File: src/sv/abs_pkg.sv
// shared types and constants for the ascending sorter
package abs_pkg;

  localparam int SLOTS  = 16;
  localparam int DATA_W = 32;
  localparam int CNT_W  = $clog2(SLOTS + 1);

  typedef struct packed {
    logic signed [DATA_W-1:0] value;
    logic                     is_last;
  } in_word_t;

  typedef struct packed {
    logic signed [DATA_W-1:0] sorted_value;
    logic                     last_out;
    logic                     overflow;
  } out_word_t;

  // controls broadcast to every cell
  typedef struct packed {
    logic insert;
    logic shift;
  } cell_ctrl_t;

endpackage

File: src/sv/abs_cell.sv
// one sorting cell: holds one element, inserts in order or shifts towards the head
module abs_cell
  import abs_pkg::*;
(
  input  logic                     clk,
  input  cell_ctrl_t               ctrl,
  input  logic                     occupied,
  input  logic signed [DATA_W-1:0] new_value,
  input  logic signed [DATA_W-1:0] left_value,
  input  logic                     left_less,
  input  logic signed [DATA_W-1:0] right_value,
  output logic signed [DATA_W-1:0] value,
  output logic                     less
);

  // new element belongs ahead of this one; an empty cell counts as +infinity
  assign less = !occupied || (new_value < value);

  always_ff @(posedge clk) begin
    if (ctrl.insert) begin
      if (left_less) begin
        value <= left_value;
      end else if (less) begin
        value <= new_value;
      end
    end else if (ctrl.shift) begin
      value <= right_value;
    end
  end

endmodule

File: src/sv/abs_ctrl.sv
// load / drain sequencer with fill count and overflow flag
module abs_ctrl
  import abs_pkg::*;
(
  input  logic             clk,
  input  logic             rst,
  input  logic             in_valid,
  input  logic             in_last,
  output logic             in_ready,
  output logic             out_valid,
  input  logic             out_ready,
  output cell_ctrl_t       ctrl,
  output logic [CNT_W-1:0] count,
  output logic             overflow_seen
);

  typedef enum logic [1:0] {
    ST_LOAD  = 2'b01,
    ST_DRAIN = 2'b10
  } state_t;

  state_t state, state_next;
  logic [CNT_W-1:0] count_next;
  logic overflow_next;
  logic in_acc, out_acc, has_room;

  assign in_ready  = (state == ST_LOAD);
  assign out_valid = (state == ST_DRAIN);
  assign in_acc    = in_valid && in_ready;
  assign out_acc   = out_valid && out_ready;
  assign has_room  = (count < CNT_W'(SLOTS));

  assign ctrl.insert = in_acc && has_room;
  assign ctrl.shift  = out_acc;

  always_comb begin
    state_next    = state;
    count_next    = count;
    overflow_next = overflow_seen;
    case (state)
      ST_LOAD: begin
        if (in_acc) begin
          if (has_room) begin
            count_next = count + CNT_W'(1);
          end else begin
            overflow_next = 1'b1;
          end
          if (in_last) begin
            state_next = ST_DRAIN;
          end
        end
      end
      ST_DRAIN: begin
        if (out_acc) begin
          count_next = count - CNT_W'(1);
          if (count == CNT_W'(1)) begin
            state_next    = ST_LOAD;
            overflow_next = 1'b0;
          end
        end
      end
      default: begin
        state_next    = ST_LOAD;
        count_next    = '0;
        overflow_next = 1'b0;
      end
    endcase
  end

  always_ff @(posedge clk) begin
    if (rst) begin
      state         <= ST_LOAD;
      count         <= '0;
      overflow_seen <= 1'b0;
    end else begin
      state         <= state_next;
      count         <= count_next;
      overflow_seen <= overflow_next;
    end
  end

endmodule

File: src/sv/ascending_bubble_sorter.sv
// top level: sequencer plus a row of insertion cells
//
//   channel | direction | word       | fields
//   in      | input     | in_word_t  | value, is_last
//   out     | output    | out_word_t | sorted_value, last_out, overflow
//
// loading can take a new word right behind the last; each word is placed in order
// as it arrives, with every cell comparing against the incoming word at once.
// after the closing word, the set drains one word per cycle from the head cell
// while out is ready; input is held off while a set drains,
// and a stall on out simply holds the row.
// synchronous reset empties the row; no clearing pass is needed.
module ascending_bubble_sorter
  import abs_pkg::*;
(
  input  logic      clk,
  input  logic      rst,
  input  logic      in_valid,
  output logic      in_ready,
  input  in_word_t  in_data,
  output logic      out_valid,
  input  logic      out_ready,
  output out_word_t out_data
);

  cell_ctrl_t       ctrl;
  logic [CNT_W-1:0] count;
  logic             overflow_seen;

  logic signed [DATA_W-1:0] cell_value [SLOTS];
  logic                     cell_less  [SLOTS];

  abs_ctrl u_ctrl (
    .clk           (clk),
    .rst           (rst),
    .in_valid      (in_valid),
    .in_last       (in_data.is_last),
    .in_ready      (in_ready),
    .out_valid     (out_valid),
    .out_ready     (out_ready),
    .ctrl          (ctrl),
    .count         (count),
    .overflow_seen (overflow_seen)
  );

  for (genvar g = 0; g < SLOTS; g++) begin : g_cell
    logic signed [DATA_W-1:0] left_value, right_value;
    logic                     left_less, occupied;

    assign occupied = (count > CNT_W'(g));

    if (g == 0) begin : g_head
      assign left_value = '0;
      assign left_less  = 1'b0;
    end else begin : g_body
      assign left_value = cell_value[g-1];
      assign left_less  = cell_less[g-1];
    end

    if (g == SLOTS - 1) begin : g_tail
      assign right_value = '0;
    end else begin : g_mid
      assign right_value = cell_value[g+1];
    end

    abs_cell u_cell (
      .clk         (clk),
      .ctrl        (ctrl),
      .occupied    (occupied),
      .new_value   (in_data.value),
      .left_value  (left_value),
      .left_less   (left_less),
      .right_value (right_value),
      .value       (cell_value[g]),
      .less        (cell_less[g])
    );
  end

  assign out_data.sorted_value = cell_value[0];
  assign out_data.last_out     = (count == CNT_W'(1));
  assign out_data.overflow     = overflow_seen;

endmodule

File: config.mk
export PLATFORM = sky130hd
export DESIGN_NAME = ascending_bubble_sorter
export DESIGN_NICKNAME = d
export VERILOG_FILES = /design/src/sv/abs_pkg.sv /design/src/sv/abs_cell.sv /design/src/sv/abs_ctrl.sv /design/src/sv/ascending_bubble_sorter.sv
export SDC_FILE = /design/constraint.sdc
export NUM_CORES = 2
export LEC_CHECK = 0
export ABC_AREA = 1
export BUFFER_PORTS_ARGS = -buffer_cell sky130_fd_sc_hd__buf_2
export CAP_MARGIN = 5
export CORE_MARGIN = 4
export CORE_UTILIZATION = 50
export DETAILED_ROUTE_END_ITERATION = 7
export PLACE_DENSITY = 0.76
export SLEW_MARGIN = 20
export SYNTH_ARGS = -nofsm -noshare
export SYNTH_HDL_FRONTEND = slang
export SYNTH_SLANG_ARGS = --single-unit
File: constraint.sdc
create_clock -name clk -period 11.9 [get_ports clk]
set_input_delay 1.785 -clock clk [delete_from_list [all_inputs] [get_ports clk]]
set_output_delay 1.785 -clock clk [all_outputs]
set_load 0.005 [all_outputs]
# Word-level counts from Yosys, hierarchy flattened
# Cells that the tools add are included.
dict set report word_totals {
  ff_bits 520
  inputBits 37
  output_inout_bits 36
}
dict set report op_classes {
  add_sub_neg 2
  order_cmp 33
  eq_ne 25
  muxes 77
  n_reduce_logical 55
}
# op count
set ops {}
lappend ops {{$mux 32} 63}
lappend ops {{$lt 32x32->1} 16}
lappend ops {{$ne 3x1->1 const B} 15}
lappend ops {{$gt 5x4->1 const B} 8}
lappend ops {{$reduce_and 2->1} 16}
lappend ops {{$gt 5x3->1 const B} 4}
lappend ops {{$logic_not 1->1} 16}
lappend ops {{$logic_or 1x1->1} 16}
lappend ops {{$mux 5} 3}
lappend ops {{$ne 2x2->1 const B} 6}
lappend ops {{$gt 5x1->1 const B} 2}
lappend ops {{$gt 5x2->1 const B} 2}
lappend ops {{$pmux 5 s2} 1}
lappend ops {{$mux 2} 4}
lappend ops {{$reduce_and 4->1} 2}
lappend ops {{$add 5x1->5 const B} 1}
lappend ops {{$eq 5x1->1 const B} 1}
lappend ops {{$lt 5x5->1 const B} 1}
lappend ops {{$sub 5x1->5 const B} 1}
lappend ops {{$mux 1} 4}
lappend ops {{$pmux 2 s2} 1}
lappend ops {{$logic_and 1x1->1} 3}
lappend ops {{$reduce_and 3->1} 1}
lappend ops {{$eq 2x1->1 const B} 1}
lappend ops {{4 further kinds} 4}

# Longest topological paths before layout
dict set report logic_depth {
  word_depth 6
  ltp_mapped 20
  depth_no_buf 18
}

# Cells and area by module
# From an unflattened synthesis, not the netlist that was laid out.
dict set report unflattened {
  cells_unflattened 5203
  hier_area_um2 40005.9
}
# mod n_inst cells_per_inst area_per_inst_um2 seq_area_each_um2
set by_module_without_submodules {}
lappend by_module_without_submodules {abs_cell 16 317 2449.8 960.9}
lappend by_module_without_submodules {abs_ctrl 1 96 643.1 160.2}
lappend by_module_without_submodules {ascending_bubble_sorter 1 35 165.2 0.0}

# Worst setup path before layout
# OpenSTA, ideal clock, no wires.
dict set report synth_path {
  path_type {in2reg}
  start {input port in_data[22] (netlist bit)}
  end {register g_cell[13].u_cell.value[0] (enable)}
  setup_ns 0.432
  arrival_ns 4.665
  required_ns 11.468
  path_slack_ns 6.804
  path_stages 11
  cell_sequence {ha_1 a21oi_1 nor2_1 nor2_1 nand3_1 a21oi_1 nand3_2 nand3_2 buf_4 inv_1 a21oi_1}
}
dict set report synth_between {
  elab_chain_cells 4
  elab_cells_between_ends 6
}
# element line
set synth_lines {}
lappend synth_lines {{start, declared} ascending_bubble_sorter.sv:20} ;# input in_word_t in_data,
lappend synth_lines {{$lt 32x32->1} abs_cell.sv:17} ;# assign less = !occupied || (new_value < value);
lappend synth_lines {{$logic_or 1x1->1} abs_cell.sv:17}
lappend synth_lines {{$ne 3x1->1 (no line) (*)} -}
lappend synth_lines {{$reduce_and 2->1 (no line) (*)} -}
lappend synth_lines {{end signal, assigned} abs_cell.sv:22} ;# value <= left_value;
lappend synth_lines {{end signal, assigned} abs_cell.sv:24} ;# value <= new_value;
lappend synth_lines {{end signal, assigned} abs_cell.sv:27} ;# value <= right_value;
lappend synth_lines {{end, declared} abs_cell.sv:12} ;# output logic signed [DATA_W-1:0] value,
# Mark *: on every way between the ends. The rest lies on a longest branch, timed or not.
# A chain may end at the register's enable or synchronous reset.

# Worst setup path in the final report
dict set report layout_path {
  start {input port in_data[28] (netlist bit)}
  end {register g_cell[14].u_cell.value[20] (enable)}
}
dict set report layout_between {
  elab_chain_cells 4
  elab_cells_between_ends 6
}
# element line
set layout_lines {}
lappend layout_lines {{$lt 32x32->1} abs_cell.sv:17}
lappend layout_lines {{$logic_or 1x1->1} abs_cell.sv:17}
lappend layout_lines {{$ne 3x1->1 (no line) (*)} -}
lappend layout_lines {{$reduce_and 2->1 (no line) (*)} -}
lappend layout_lines {{end signal, assigned} abs_cell.sv:22}
lappend layout_lines {{end signal, assigned} abs_cell.sv:24}
lappend layout_lines {{end signal, assigned} abs_cell.sv:27}
lappend layout_lines {{end, declared} abs_cell.sv:12}
# Marks and branches as above.

==> results.cfg <==
[critical_path]
cp_top_family = simple AND/OR/NAND/NOR gates
crit_buf_inv = 1
cp_slowest_stage_delay_ns = 0.85
slowest_stage = nand3_2
crit_path_start_kind = input pin
arrival_ns = 5.76
cp_max_fo = 34
endpoint_kind = register
worstPathCellList = buf_2 -> ha_1 -> a21oi_1 -> o21ai_0 -> nand2_1 -> nand3_1 -> a21oi_1 -> nand3_2 -> nand3_2 -> nor2_1 -> nor2_4
critPathKind = in2reg
worstPathRequired_ns = 12.16

[floorplan]
core_um2 = 82370
die_area_um2 = 88020
rows = 105
start_util_pct = 50.59
die_h_um = 296.7
pin_count = 73
die_x_um = 296.7

[timing]
fin_tns_setup_ns = 0
finalHoldViolCount = 0
fin_crit_sh_pct = 46.23
rsz0062_at_grt = false
hold_ws_ns = 0.4786
worst_slew_pin_slew_ns = 1.152
period_minus_slack_ns = 5.502
maxSlewViolCount = 0
worst_clock_skew_ns = 0.02983
max_clock_freq_ghz = 0.1818
setup_violations = 0
max_slew_margin_pct = 23.18

[cells_and_area]
drive_above_1_share_pct = 4.726
final_nets = 6035
finalNonFillerCells = 6614
area_delta_synth_final_pct = 6.816
multi_input_area_um2 = 22270
diodes = 0
fillCellCount = 7679
seq_area_um2 = 15530

[yosys]
synth_common_cells = nand2_1 (1937), inv_1 (695), nand3_1 (663)
avgSynthCellArea_um2 = 7.416
synth_most_common_cell = nand2_1
syn_inst = 5619
synth_seq_cells = 520
synth_edf_count = 512
synth_top_area_cell = edfxtp_1
synth_nets = 6160
synth.distinct_cells = 33
ys_warn_count = 0
yosys-top-cells-area = edfxtp_1 (37%), nand2_1 (17%), ha_1 (15%)
netlist_area_um2 = 41670
synth_top_area_share_pct = 36.90
ys.flop_type = edfxtp_1
synthArstFlopShare_pct = 0
ys_seq_area_share_pct = 37.28

[cts]
postCtsSetupBuffers = 0
cts-resized-gates = 0
clock_latency_ns = 0.66
clock_path_buffers = 3
clkTransAtPathRegs_ns = 0.06
cts_tree = yes
hold_buffers = 0
htreeDepth = 2
cts_num_sinks = 520
cts_buffers = 61
root_buffer = clkbuf_16

[hold_path]
worst_hold_path_type = reg2reg

[status]
run_status = complete, no violations

[placement]
gp_congestion = 0.9507
dp.cells = 6500
dp_hpwl_um = 85420
portBuffers = 72

[drt]
drc_errors = 0
drt_first_pass_iters = 8
wl_um = 115900
num_vias = 37460
wl_per_cell_um = 17.53
drtIter0Drc = 3235
final_antenna_net_count = 0
via_per_inst = 5.664

[global_route]
first_global_vias = 36380
grt_start_max_net_pins = 229
antenna_found_initial = 0
grt_first_pass_wirelength_um = 186400
grt_usage_pct = 25.70
grt_overflow = 0

[power]
leakage_uw = 0.02267
vdd_drop_max_uv = 178.3
fin_total_pwr_uw = 12130
powerDensity_nw_per_um2 = 272.6

[run]
max_cap_violations = 0
## flip-flops by register name (all words and copies together) (netlist names)
signal	count
g_cell.u_cell.value	512
u_ctrl.count	5
u_ctrl.overflow_seen	1
u_ctrl.state	2
## cell type report
cell class,count,area share (%)
multi-input combinational,4091,50.04
sequential,520,34.90
inverter,700,5.920
clock buffer,70,3.553
tap,1070,3.008
timing repair buffer,120,1.729
clock inverter,43,0.8461
## metrics by stage
stage | worst slack (ns) | util (%) | instance area (um2)
after floorplan | 6.804 | - | 41670
after global placement | 5.673 | 51.60 | 42500
after detailed placement | 5.778 | 51.63 | 42530
after CTS | 6.466 | 54.01 | 44490
after global routing | 6.103 | 54.04 | 44510
final | 6.398 | 54.04 | 44510
## logic make-up after synthesis
logic type	share of synthesized area [%]
and+or+nand+nor	33.26
adders and majority gates	15.13
AOI/OAI and AO/OA	4.723
DFF	37.28
buffers and inverters	9.599
## cell usage in the layout, fill, tap and decap left out, drive strengths merged, types with 2 or more instances in the layout
cell type     n
nand2      1953
nand3       679
dfxtp         8
clkbuf       70
o21ai       113
o21a          6
nor2        222
a211oi        2
nand3b        4
nand4       315
clkinv       35
ha          504
bufinv        6
buf         120
a31oi         4
edfxtp      512
o211ai        5
a21oi       246
inv         701
nor3         29
nor4          3
## power breakdown
part	switching (uW)	leakage, uW	internal (uW)	total [uW]
clock network	818	0.000956	1080	1890
logic	4260	0.0166	1980	6240
registers	511	0.00512	3490	4000
## per-layer routing
metal  vias up  wire (um)  track usage [%]
li1      18520          -                -
met1     17260      49240            33.74
met3       245       8424            3.210
met5         -          0                0
met2      1437      54360            44.00
met4         0       3895            8.928
## final timing paths
kind	startpoint	endpoint	slack [ns]	cells past startpoint
min	u_ctrl.overflow_seen	u_ctrl.overflow_seen	0.48	1
min reg2reg	u_ctrl.overflow_seen	u_ctrl.overflow_seen	0.48	1
max	in_data[28]	g_cell[14].u_cell.value[20]	6.40	11
max reg2reg	u_ctrl.state[0]	g_cell[14].u_cell.value[20]	7.18	9
## worst register-to-register path, stage by stage (launching register included)
cell,delay (ns)
dfxtp_1,0.36
ha_1,0.35
nand2_1,0.17
nor2_4,0.17
buf_4,0.62
buf_4,0.91
buf_4,0.92
buf_4,0.67
nand3_1,0.30
nand2_1,0.11
(Power assumes the default switching activity.)
